===== config.mk =====
export PLATFORM = sky130hd
export DESIGN_NAME = tabular_q_learning_engine_core
export DESIGN_NICKNAME = d
export VERILOG_FILES = /design/src/hw/rtl/tql_pkg.sv /design/src/hw/rtl/tql_ram.sv /design/src/hw/rtl/tql_ctrl.sv /design/src/hw/rtl/tql_dp.sv /design/src/hw/rtl/tabular_q_learning_engine_core.sv
export SDC_FILE = /design/constraint.sdc
export NUM_CORES = 2
export LEC_CHECK = 0
export BUFFER_PORTS_ARGS = -buffer_cell sky130_fd_sc_hd__clkbuf_2
export CORE_UTILIZATION = 30
export CTS_CLUSTER_DIAMETER = 60
export CTS_CLUSTER_SIZE = 30
export DETAILED_ROUTE_END_ITERATION = 6
export SETUP_SLACK_MARGIN = 0.3
export SYNTH_ARGS = -nofsm -noshare
export SYNTH_HDL_FRONTEND = slang
export SYNTH_SLANG_ARGS = --single-unit

===== constraint.sdc =====
create_clock -name clk -period 6.6 [get_ports clk]
set_clock_uncertainty 0.1 [all_clocks]
set_input_delay 1.32 -clock clk [delete_from_list [all_inputs] [get_ports clk]]
set_output_delay 1.32 -clock clk [all_outputs]
set_load 0.005 [all_outputs]

===== src/hw/rtl/tql_pkg.sv =====
package tql_pkg;

  // default table size
  localparam int NUM_STATES_DEF  = 4;
  localparam int NUM_ACTIONS_DEF = 7;

  // field widths
  localparam int REQ_W    = 2;
  localparam int STATE_W  = 2;
  localparam int ACTION_W = 3;
  localparam int REWARD_W = 16;
  localparam int PCT_W    = 7;
  localparam int Q_W      = 32;
  localparam int FRAC_W   = 16;

  // input tdata layout, lowest bit first
  localparam int IN_ROW_LSB   = 0;
  localparam int IN_NXT_LSB   = IN_ROW_LSB + STATE_W;
  localparam int IN_COL_LSB   = IN_NXT_LSB + STATE_W;
  localparam int IN_RWD_LSB   = IN_COL_LSB + ACTION_W;
  localparam int IN_PCT_LSB   = IN_RWD_LSB + REWARD_W;
  localparam int IN_RACT_LSB  = IN_PCT_LSB + PCT_W;
  localparam int IN_ENTRY_LSB = IN_RACT_LSB + ACTION_W;
  localparam int IN_USED_W    = IN_ENTRY_LSB + Q_W;
  localparam int IN_TDATA_W   = ((IN_USED_W + 7) / 8) * 8;

  // output tdata layout, lowest bit first
  localparam int OUT_ACT_LSB  = 0;
  localparam int OUT_RAND_LSB = OUT_ACT_LSB + ACTION_W;
  localparam int OUT_Q_LSB    = OUT_RAND_LSB + 1;
  localparam int OUT_SAT_LSB  = OUT_Q_LSB + Q_W;
  localparam int OUT_USED_W   = OUT_SAT_LSB + 1;
  localparam int OUT_TDATA_W  = ((OUT_USED_W + 7) / 8) * 8;

  // configuration register indexes
  localparam int CFG_IDX_W = 2;
  localparam logic [CFG_IDX_W-1:0] CFG_LEARNING_RATE   = 2'd0;
  localparam logic [CFG_IDX_W-1:0] CFG_DISCOUNT_FACTOR = 2'd1;
  localparam logic [CFG_IDX_W-1:0] CFG_EXPLORE_PERCENT = 2'd2;

  localparam logic [FRAC_W-1:0] LEARNING_RATE_RST   = 16'd6554;
  localparam logic [FRAC_W-1:0] DISCOUNT_FACTOR_RST = 16'd58982;
  localparam logic [PCT_W-1:0]  EXPLORE_PERCENT_RST = 7'd10;

  localparam logic signed [Q_W-1:0] Q_MAX = 32'sh7fff_ffff;
  localparam logic signed [Q_W-1:0] Q_MIN = 32'sh8000_0000;

  typedef enum logic [REQ_W-1:0] {
    REQ_CHOOSE = 2'd0,
    REQ_UPDATE = 2'd1,
    REQ_WRITE  = 2'd2,
    REQ_READ   = 2'd3
  } req_type_t;

  // controller to datapath
  typedef struct packed {
    logic latch_in;
    logic clr_step;
    logic scan_rd;
    logic cap_old;
    logic wr_entry;
    logic cap_rd;
    logic sum_wr;
    logic load_out;
  } cmd_t;

  // datapath to controller
  typedef struct packed {
    req_type_t req;
    logic      row_ok;
    logic      cell_ok;
    logic      nxt_ok;
    logic      scan_last;
    logic      clr_last;
  } sts_t;

endpackage


===== src/hw/rtl/tql_ram.sv =====
module tql_ram #(
  parameter int WIDTH = 32,
  parameter int DEPTH = 28
) (
  input  logic                     clk,
  input  logic                     we,
  input  logic [$clog2(DEPTH)-1:0] waddr,
  input  logic [WIDTH-1:0]         wdata,
  input  logic [$clog2(DEPTH)-1:0] raddr,
  output logic [WIDTH-1:0]         rdata
);

  logic [WIDTH-1:0] mem_r [DEPTH];
  logic [WIDTH-1:0] rdata_r;

  always_ff @(posedge clk) begin
    if (we) begin
      mem_r[waddr] <= wdata;
    end
    rdata_r <= mem_r[raddr];
  end

  assign rdata = rdata_r;

endmodule


===== src/hw/rtl/tql_ctrl.sv =====
module tql_ctrl (
  input  logic          clk,
  input  logic          rst_n,
  input  logic          in_tvalid,
  output logic          in_tready,
  output logic          out_tvalid,
  input  logic          out_tready,
  input  tql_pkg::sts_t sts,
  output tql_pkg::cmd_t cmd
);

  import tql_pkg::*;

  typedef enum logic [3:0] {
    S_CLEAR,
    S_IDLE,
    S_DISP,
    S_SCAN,
    S_SCAN_END,
    S_OLD_RD,
    S_MUL1,
    S_TGT,
    S_DIFF,
    S_MUL2,
    S_SUM,
    S_WR,
    S_RD,
    S_RD_WAIT,
    S_DONE
  } state_t;

  state_t state_r, state_nxt;
  logic   out_tvalid_r, out_tvalid_nxt;
  logic   load;

  assign load = (state_r == S_DONE) && (!out_tvalid_r || out_tready);

  always_comb begin
    state_nxt = state_r;
    case (state_r)
      S_CLEAR: begin
        if (sts.clr_last) state_nxt = S_IDLE;
      end
      S_IDLE: begin
        if (in_tvalid) state_nxt = S_DISP;
      end
      S_DISP: begin
        case (sts.req)
          REQ_CHOOSE: state_nxt = sts.row_ok ? S_SCAN : S_DONE;
          REQ_UPDATE: state_nxt = (sts.cell_ok && sts.nxt_ok) ? S_SCAN : S_DONE;
          REQ_WRITE:  state_nxt = sts.cell_ok ? S_WR : S_DONE;
          REQ_READ:   state_nxt = sts.cell_ok ? S_RD : S_DONE;
          default:    state_nxt = S_DONE;
        endcase
      end
      S_SCAN: begin
        if (sts.scan_last) state_nxt = S_SCAN_END;
      end
      // last compare lands here
      S_SCAN_END: state_nxt = (sts.req == REQ_UPDATE) ? S_OLD_RD : S_DONE;
      S_OLD_RD:   state_nxt = S_MUL1;
      S_MUL1:     state_nxt = S_TGT;
      S_TGT:      state_nxt = S_DIFF;
      S_DIFF:     state_nxt = S_MUL2;
      S_MUL2:     state_nxt = S_SUM;
      S_SUM:      state_nxt = S_DONE;
      S_WR:       state_nxt = S_DONE;
      S_RD:       state_nxt = S_RD_WAIT;
      S_RD_WAIT:  state_nxt = S_DONE;
      S_DONE: begin
        if (load) state_nxt = S_IDLE;
      end
      default:    state_nxt = S_CLEAR;
    endcase
  end

  always_comb begin
    out_tvalid_nxt = out_tvalid_r;
    if (load) begin
      out_tvalid_nxt = 1'b1;
    end else if (out_tready) begin
      out_tvalid_nxt = 1'b0;
    end
  end

  always_ff @(posedge clk) begin
    if (!rst_n) begin
      state_r      <= S_CLEAR;
      out_tvalid_r <= 1'b0;
    end else begin
      state_r      <= state_nxt;
      out_tvalid_r <= out_tvalid_nxt;
    end
  end

  always_comb begin
    cmd          = '0;
    cmd.latch_in = (state_r == S_IDLE) && in_tvalid;
    cmd.clr_step = (state_r == S_CLEAR);
    cmd.scan_rd  = (state_r == S_SCAN);
    cmd.cap_old  = (state_r == S_MUL1);
    cmd.wr_entry = (state_r == S_WR);
    cmd.cap_rd   = (state_r == S_RD_WAIT);
    cmd.sum_wr   = (state_r == S_SUM);
    cmd.load_out = load;
  end

  assign in_tready  = (state_r == S_IDLE);
  assign out_tvalid = out_tvalid_r;

endmodule


===== src/hw/rtl/tql_dp.sv =====
module tql_dp #(
  parameter int NUM_STATES  = tql_pkg::NUM_STATES_DEF,
  parameter int NUM_ACTIONS = tql_pkg::NUM_ACTIONS_DEF
) (
  input  logic                             clk,
  input  logic                             rst_n,
  input  logic [tql_pkg::IN_TDATA_W-1:0]   in_tdata,
  input  logic [tql_pkg::REQ_W-1:0]        in_tuser,
  input  logic                             cfg_valid,
  input  logic [tql_pkg::CFG_IDX_W-1:0]    cfg_index,
  input  logic [tql_pkg::FRAC_W-1:0]       cfg_data,
  input  tql_pkg::cmd_t                    cmd,
  output tql_pkg::sts_t                    sts,
  output logic [tql_pkg::OUT_TDATA_W-1:0]  out_tdata
);

  import tql_pkg::*;

  localparam int DEPTH = NUM_STATES * NUM_ACTIONS;
  localparam int AW    = $clog2(DEPTH);
  localparam int IW    = $clog2(NUM_ACTIONS);

  // random action reduced modulo the action count, at most four subtractions
  function automatic logic [ACTION_W-1:0] act_mod(input logic [ACTION_W-1:0] a);
    logic [6:0] r;
    r = 7'(a);
    for (int k = 0; k < 4; k++) begin
      if (r >= 7'(NUM_ACTIONS)) r = r - 7'(NUM_ACTIONS);
    end
    return r[ACTION_W-1:0];
  endfunction

  // configuration
  logic [FRAC_W-1:0] alpha_r, gamma_r;
  logic [PCT_W-1:0]  eps_r;

  // latched request
  req_type_t                   req_r;
  logic [STATE_W-1:0]          row_r, nxt_r;
  logic [ACTION_W-1:0]         col_r, ract_r;
  logic signed [REWARD_W-1:0]  reward_r;
  logic [Q_W-1:0]              entry_r;
  logic                        rand_r;

  // row scan
  logic [IW-1:0]               idx_r, cmp_idx_r, g_r;
  logic                        cmp_vld_r;
  logic signed [Q_W-1:0]       best_r;
  logic [AW-1:0]               clr_addr_r;

  // update arithmetic
  logic signed [Q_W-1:0]       old_r;
  logic signed [48:0]          p1_r;
  logic signed [34:0]          tgt_r, diff_r;
  logic signed [51:0]          p2_r;

  logic [Q_W-1:0]              res_q_r;
  logic                        res_sat_r;

  logic [ACTION_W-1:0]         out_act_r;
  logic                        out_rand_r, out_sat_r;
  logic [Q_W-1:0]              out_q_r;

  logic                        row_ok, col_ok, nxt_ok;
  logic [STATE_W-1:0]          srow;
  logic [AW-1:0]               cell_addr, scan_addr, raddr, waddr;
  logic [Q_W-1:0]              rdata, wdata;
  logic                        we;

  logic signed [48:0]          p1_nxt;
  logic signed [32:0]          t1;
  logic signed [34:0]          tgt_nxt, diff_nxt;
  logic signed [51:0]          p2_nxt;
  logic signed [36:0]          t2, nv_wide;
  logic signed [Q_W-1:0]       nv_sat;
  logic                        nv_clip;

  assign row_ok    = int'(row_r) < NUM_STATES;
  assign col_ok    = int'(col_r) < NUM_ACTIONS;
  assign nxt_ok    = int'(nxt_r) < NUM_STATES;
  assign srow      = (req_r == REQ_UPDATE) ? nxt_r : row_r;
  assign cell_addr = AW'(int'(row_r) * NUM_ACTIONS + int'(col_r));
  assign scan_addr = AW'(int'(srow) * NUM_ACTIONS + int'(idx_r));

  always_comb begin
    sts           = '0;
    sts.req       = req_r;
    sts.row_ok    = row_ok;
    sts.cell_ok   = row_ok && col_ok;
    sts.nxt_ok    = nxt_ok;
    sts.scan_last = int'(idx_r) == NUM_ACTIONS - 1;
    sts.clr_last  = int'(clr_addr_r) == DEPTH - 1;
  end

  // fixed point: round half up after each 0.16 product, clip the final sum
  always_comb begin
    p1_nxt   = 49'(best_r) * 49'($signed({1'b0, gamma_r}));
    t1       = 33'((p1_r + 49'sd32768) >>> FRAC_W);
    tgt_nxt  = 35'($signed({reward_r, 16'b0})) + 35'(t1);
    diff_nxt = tgt_r - 35'(old_r);
    p2_nxt   = 52'(diff_r) * 52'($signed({1'b0, alpha_r}));
    t2       = 37'((p2_r + 52'sd32768) >>> FRAC_W);
    nv_wide  = 37'(old_r) + t2;
    nv_clip  = 1'b0;
    nv_sat   = nv_wide[Q_W-1:0];
    if (nv_wide > 37'(Q_MAX)) begin
      nv_sat  = Q_MAX;
      nv_clip = 1'b1;
    end else if (nv_wide < 37'(Q_MIN)) begin
      nv_sat  = Q_MIN;
      nv_clip = 1'b1;
    end
  end

  assign raddr = cmd.scan_rd ? scan_addr : cell_addr;
  assign we    = cmd.clr_step || cmd.wr_entry || cmd.sum_wr;
  assign waddr = cmd.clr_step ? clr_addr_r : cell_addr;
  assign wdata = cmd.clr_step ? '0 : (cmd.wr_entry ? entry_r : nv_sat);

  tql_ram #(
    .WIDTH (Q_W),
    .DEPTH (DEPTH)
  ) u_table (
    .clk   (clk),
    .we    (we),
    .waddr (waddr),
    .wdata (wdata),
    .raddr (raddr),
    .rdata (rdata)
  );

  // control state
  always_ff @(posedge clk) begin
    if (!rst_n) begin
      alpha_r    <= LEARNING_RATE_RST;
      gamma_r    <= DISCOUNT_FACTOR_RST;
      eps_r      <= EXPLORE_PERCENT_RST;
      clr_addr_r <= '0;
      cmp_vld_r  <= 1'b0;
      idx_r      <= '0;
    end else begin
      if (cfg_valid) begin
        case (cfg_index)
          CFG_LEARNING_RATE:   alpha_r <= cfg_data;
          CFG_DISCOUNT_FACTOR: gamma_r <= cfg_data;
          CFG_EXPLORE_PERCENT: eps_r   <= cfg_data[PCT_W-1:0];
          default: ;
        endcase
      end
      if (cmd.clr_step) clr_addr_r <= clr_addr_r + AW'(1);
      cmp_vld_r <= cmd.scan_rd;
      if (cmd.latch_in) begin
        idx_r <= '0;
      end else if (cmd.scan_rd) begin
        idx_r <= idx_r + IW'(1);
      end
    end
  end

  // payload
  always_ff @(posedge clk) begin
    if (cmd.latch_in) begin
      req_r    <= req_type_t'(in_tuser);
      row_r    <= in_tdata[IN_ROW_LSB +: STATE_W];
      nxt_r    <= in_tdata[IN_NXT_LSB +: STATE_W];
      col_r    <= in_tdata[IN_COL_LSB +: ACTION_W];
      reward_r <= $signed(in_tdata[IN_RWD_LSB +: REWARD_W]);
      entry_r  <= in_tdata[IN_ENTRY_LSB +: Q_W];
      rand_r   <= in_tdata[IN_PCT_LSB +: PCT_W] < eps_r;
      ract_r   <= act_mod(in_tdata[IN_RACT_LSB +: ACTION_W]);
    end

    // read data arrives in the cycle after the scan address, so cmp_idx_r follows idx_r
    cmp_idx_r <= idx_r;
    if (cmp_vld_r && ((cmp_idx_r == '0) || ($signed(rdata) > best_r))) begin
      best_r <= $signed(rdata);
      g_r    <= cmp_idx_r;
    end

    if (cmd.cap_old) old_r <= $signed(rdata);
    p1_r   <= p1_nxt;
    tgt_r  <= tgt_nxt;
    diff_r <= diff_nxt;
    p2_r   <= p2_nxt;

    if (cmd.latch_in) begin
      res_q_r   <= '0;
      res_sat_r <= 1'b0;
    end else if (cmd.wr_entry) begin
      res_q_r <= entry_r;
    end else if (cmd.cap_rd) begin
      res_q_r <= rdata;
    end else if (cmd.sum_wr) begin
      res_q_r   <= nv_sat;
      res_sat_r <= nv_clip;
    end

    if (cmd.load_out) begin
      if (req_r == REQ_CHOOSE) begin
        // a row off the table has no scan, greedy action is 0
        out_act_r  <= rand_r ? ract_r : (row_ok ? ACTION_W'(g_r) : '0);
        out_rand_r <= rand_r;
        out_q_r    <= row_ok ? best_r : '0;
        out_sat_r  <= 1'b0;
      end else begin
        out_act_r  <= '0;
        out_rand_r <= 1'b0;
        out_q_r    <= res_q_r;
        out_sat_r  <= res_sat_r;
      end
    end
  end

  assign out_tdata = {(OUT_TDATA_W - OUT_USED_W)'(0), out_sat_r, out_q_r, out_rand_r, out_act_r};

endmodule


===== src/hw/rtl/tabular_q_learning_engine_core.sv =====
// choose scans the state_index row; update scans the next_state row, then reads the old entry,
// multiplies, sums and writes it back; write and read touch one cell. One request at a time, the
// next accepted once the result is registered; a result waits until out_tready took the last one
// the row scan reads one table entry per cycle through the single read port of the table ram
// rst_n (synchronous) starts a clearing pass that zeroes every table entry and holds in_tready
// low; configuration returns to its defaults
module tabular_q_learning_engine_core #(
  parameter int NUM_STATES  = tql_pkg::NUM_STATES_DEF,
  parameter int NUM_ACTIONS = tql_pkg::NUM_ACTIONS_DEF
) (
  input  logic                            clk,
  input  logic                            rst_n,
  input  logic                            in_tvalid,
  output logic                            in_tready,
  // state_index, next_state, action_index, reward_value, random_percent, random_action,
  // entry_value, zero pad
  input  logic [tql_pkg::IN_TDATA_W-1:0]  in_tdata,
  // req_type
  input  logic [tql_pkg::REQ_W-1:0]       in_tuser,
  output logic                            out_tvalid,
  input  logic                            out_tready,
  // chosen_action, was_random, q_value, saturated, zero pad
  output logic [tql_pkg::OUT_TDATA_W-1:0] out_tdata,
  input  logic                            cfg_valid,
  output logic                            cfg_ready,
  input  logic [tql_pkg::CFG_IDX_W-1:0]   cfg_index,
  input  logic [tql_pkg::FRAC_W-1:0]      cfg_data
);

  import tql_pkg::*;

  cmd_t cmd;
  sts_t sts;

  assign cfg_ready = 1'b1;

  tql_ctrl u_ctrl (
    .clk        (clk),
    .rst_n      (rst_n),
    .in_tvalid  (in_tvalid),
    .in_tready  (in_tready),
    .out_tvalid (out_tvalid),
    .out_tready (out_tready),
    .sts        (sts),
    .cmd        (cmd)
  );

  tql_dp #(
    .NUM_STATES  (NUM_STATES),
    .NUM_ACTIONS (NUM_ACTIONS)
  ) u_dp (
    .clk       (clk),
    .rst_n     (rst_n),
    .in_tdata  (in_tdata),
    .in_tuser  (in_tuser),
    .cfg_valid (cfg_valid),
    .cfg_index (cfg_index),
    .cfg_data  (cfg_data),
    .cmd       (cmd),
    .sts       (sts),
    .out_tdata (out_tdata)
  );

  // one request at a time
  a_one_in_flight: assert property (@(posedge clk) disable iff (!rst_n)
    in_tvalid && in_tready |=> !in_tready)
    else $error("input accepted twice in a row");

  // clearing pass keeps the input closed right after reset
  a_clear_blocks: assert property (@(posedge clk)
    !rst_n |=> !in_tready)
    else $error("input open during table clear");

  // only one source writes the table in a cycle
  a_one_writer: assert property (@(posedge clk) disable iff (!rst_n)
    $onehot0({cmd.clr_step, cmd.wr_entry, cmd.sum_wr}))
    else $error("table write conflict");

endmodule

==> flow_metrics.py <==
metrics = {
    "min_path": {
        "hold_depth": 1,
        "hp-start": "u_dp.p1_r[27]",
        "hold_path_end": "u_dp.tgt_r[11]",
        "hold_path.class": "reg2reg",
    },
    "clock_tree": {
        "clockBufferDepth": 3,
        "ctsHoldBuffers": 0,
        "clkTransAtPathRegs_ns": 0.10,
        "cts_tree": "done",
        "htreeDepth": 3,
        "root_buffer": "clkbuf_16",
        "cts_sinks": 1322,
        "cts_inserted_buffers": 78,
        "clkLatencyLatePin_ns": 0.74,
    },
    "timing": {
        "post-route-period-util_pct": 99.8,
        "drv_slew": 0,
        "max_freq_mhz": 152,
        "finalHoldViolCount": 0,
        "setup_viol": 0,
        "min_period_ns": 6.59,
        "rsz0062_at_grt": "yes",
        "tightest_slew_ns": 1.25,
        "slew_headroom_pct": 16.8,
    },
    "worst_setup_path": {
        "cp-start-kind": "flip-flop",
        "r2r_end": "u_dp.p1_r[47]",
        "cp_data_required_time_ns": 7.13,
        "crit_path_cell_trace": "and2_4, fa_1, inv_1, fa_1, fa_1, inv_2, fa_1, fa_1, inv_1, fa_1, inv_2, ha_4, a21o_1, a21o_1, a211oi_2, or3_4, o21ai_4, a221o_2, buf_4, buf_6, a31oi_4, o31ai_4, buf_4, xor2_1",
        "crit_top_cell": "fa_1",
        "crit_path_end_kind": "flip-flop",
        "ff2ff_path_depth": 24,
        "cp_slowest_cell": "edfxtp_1",
        "worst-path-max-fanout": 4,
        "cpLargestDelayFamily": "adder cells",
        "critPathKind": "reg2reg",
        "crit_buf_inv": 7,
        "r2r_start": "u_dp.best_r[10]",
        "regToRegSetupSlack_ns": 0.01,
        "slowest_delay_ns": 0.57,
        "arrival_ns": 7.11,
    },
    "synth": {
        "ys_seq_area_share_pct": 40.8,
        "async_reset_ff_share_pct": 0,
        "synthCells": 7714,
        "yosysMostFrequentCell": "inv_1",
        "yosys_most_used_dff": "edfxtp_1",
        "ys_ff_latch": 1322,
        "avgSynthCellArea_um2": 11.8,
        "synth_edf_count": 1061,
        "synth.distinct_cells": 92,
        "synth_largest_area_cell": "edfxtp_1",
        "yosysTopAreaCellShare_pct": 35.1,
        "synth_area_leaders": "edfxtp_1, fa_1, dfxtp_1",
        "synthTopCellsByCount": "inv_1, nand2_1, edfxtp_1",
        "ys_warn_count": 0,
        "netlist_area_um2": 90800,
    },
    "layout": {
        "nNetsFinal": 9627,
        "area_delta_synth_final_pct": 15.6,
        "post-route-util_pct": 34.9,
        "drive_gt1_share_pct": 17.1,
    },
    "floorplanning": {
        "die_area_um2": 305000,
        "initial_core_util_pct": 30.2,
        "dieHeight_um": 552,
        "die_w_um": 552,
        "rows": 201,
        "pin_count": 140,
        "core_area_um2": 301000,
    },
    "route": {
        "wl_per_cell_um": 20.5,
        "first_iter_violations": 4824,
        "drt_wl_total_um": 249000,
        "drc": 0,
        "ant_nets": 0,
        "post_drt_via_cell_ratio": 4.87,
        "drtPass1Iterations": 6,
        "dr_total_vias": 59200,
    },
    "place": {
        "dp_hpwl_um": 184000,
        "gp_congestion": 0.892,
        "io_buffers": 128,
    },
    "global_route": {
        "grt_pass1_wl_um": 381000,
        "grt_overflow_total": 0,
        "grt_max_degree": 88,
        "grt.total_usage_pct": 16.3,
        "antenna_found_initial": 8,
        "grt_pass1_vias": 62600,
    },
    "run": {
        "cap_violations": 0,
    },
    "run_status": {
        "status": "finished, final reports clean",
    },
}
-- kinds of logic (layout without fill, tap and decap cells) --
logic type / Yosys count / count (layout) / share of synthesized area, %
buffers and inverters: 1641 / 2115 / 6.89
XOR/XNOR: 216 / 216 / 2.08
AO/OA/AOI/OAI: 731 / 731 / 5.38
AND/OR/NAND/NOR: 2124 / 2124 / 10.8
flip-flops: 1322 / 1322 / 40.8
multiplexers: 271 / 271 / 6.12
adder cells (fa/ha/maj): 1407 / 1407 / 27.9
other: 2 / 13 / 0.00827
-- state kept, by name, indices dropped and copies added, names as in the netlist, 4 cells and up --
| name | flops |
|---|---|
| u_dp.p2_r | 37 |
| u_dp.alpha_r | 16 |
| u_dp.diff_r | 35 |
| u_dp.reward_r | 16 |
| u_dp.out_q_r | 32 |
| u_dp.best_r | 32 |
| u_dp.clr_addr_r | 5 |
| u_ctrl.state_r | 4 |
| u_dp.old_r | 32 |
| u_dp.u_table.mem_r | 896 |
| u_dp.tgt_r | 34 |
| u_dp.u_table.rdata | 32 |
| u_dp.eps_r | 7 |
| u_dp.gamma_r | 16 |
| u_dp.entry_r | 32 |
| u_dp.res_q_r | 32 |
| u_dp.p1_r | 34 |
-- routing by layer --
metal | routed length, um | track usage [%]
met4 | 8320 | 5.04
met1 | 102000 | 21.1
met5 | 26 | 0
met2 | 124000 | 28.1
met3 | 14400 | 2.09
-- per-stage QoR --
| stage | std cells | instance area [um^2] | setup WS [ns] | hold WS, ns | setup TNS, ns |
|---|---|---|---|---|---|
| after global placement | 11900 | 99700 | -0.284 | 0.319 | -3.80 |
| after floorplan | 7716 | 91200 | 0.234 | 0.294 | 0 |
| final | 12200 | 105000 | 0.0117 | 0.335 | 0 |
| after global routing | 12200 | 105000 | -0.173 | 0.360 | -1.97 |
| after CTS | 12100 | 104000 | 0.0451 | 0.339 | 0 |
| after detailed placement | 11900 | 99700 | -0.333 | 0.325 | -3.92 |
-- worst max path at each step --
stage | start | end | slack, ns | depth (start not counted)
final | u_dp.best_r[10] | u_dp.p1_r[47] | 0.01 | 24
after global routing | u_dp.best_r[10] | u_dp.p1_r[42] | -0.17 | 22
after CTS | u_dp.best_r[6] | u_dp.p1_r[44] | 0.05 | 25
after detailed placement | u_dp.alpha_r[8] | u_dp.p2_r[51] | -0.33 | 23
after global placement | u_dp.best_r[7] | u_dp.p1_r[42] | -0.28 | 23
after floorplan | u_dp.best_r[31] | u_dp.p1_r[46] | 0.23 | 24
-- cells in the final DEF (no fill, tap or decap), types with 148 or more instances in the layout --
master | netlist | routed
a21oi_1 | 245 | 218
nand3_1 | 177 | 174
dfxtp_1 | 261 | 234
xnor2_1 | 155 | 148
fa_1 | 1025 | 994
nor2_1 | 202 | 164
buf_4 | 7 | 410
mux4_2 | 224 | 224
edfxtp_1 | 1061 | 1061
nand2_1 | 1113 | 1104
ha_1 | 381 | 362
inv_1 | 1286 | 1262
and2_1 | 408 | 391
-- cell type report --
class	instances	area, um^2
clock inverter	58	870
fill	29200	196000
sequential	1322	37100
timing repair buffer	683	6340
antenna	9	22.5
tap	3958	4950
clock buffer	88	2000
inverter	1286	4830
multi-input combinational	4753	48800
-- repair_timing --
action,in CTS,in global routing
pin swaps,86,102
resized for setup,185,133
buffers inserted,49,30
endpoints found under the setup margin,45,936
gates cloned,10,4
Power is not shown: default switching activity piles up to over one toggle a cycle in this logic, so the estimate is an artifact.
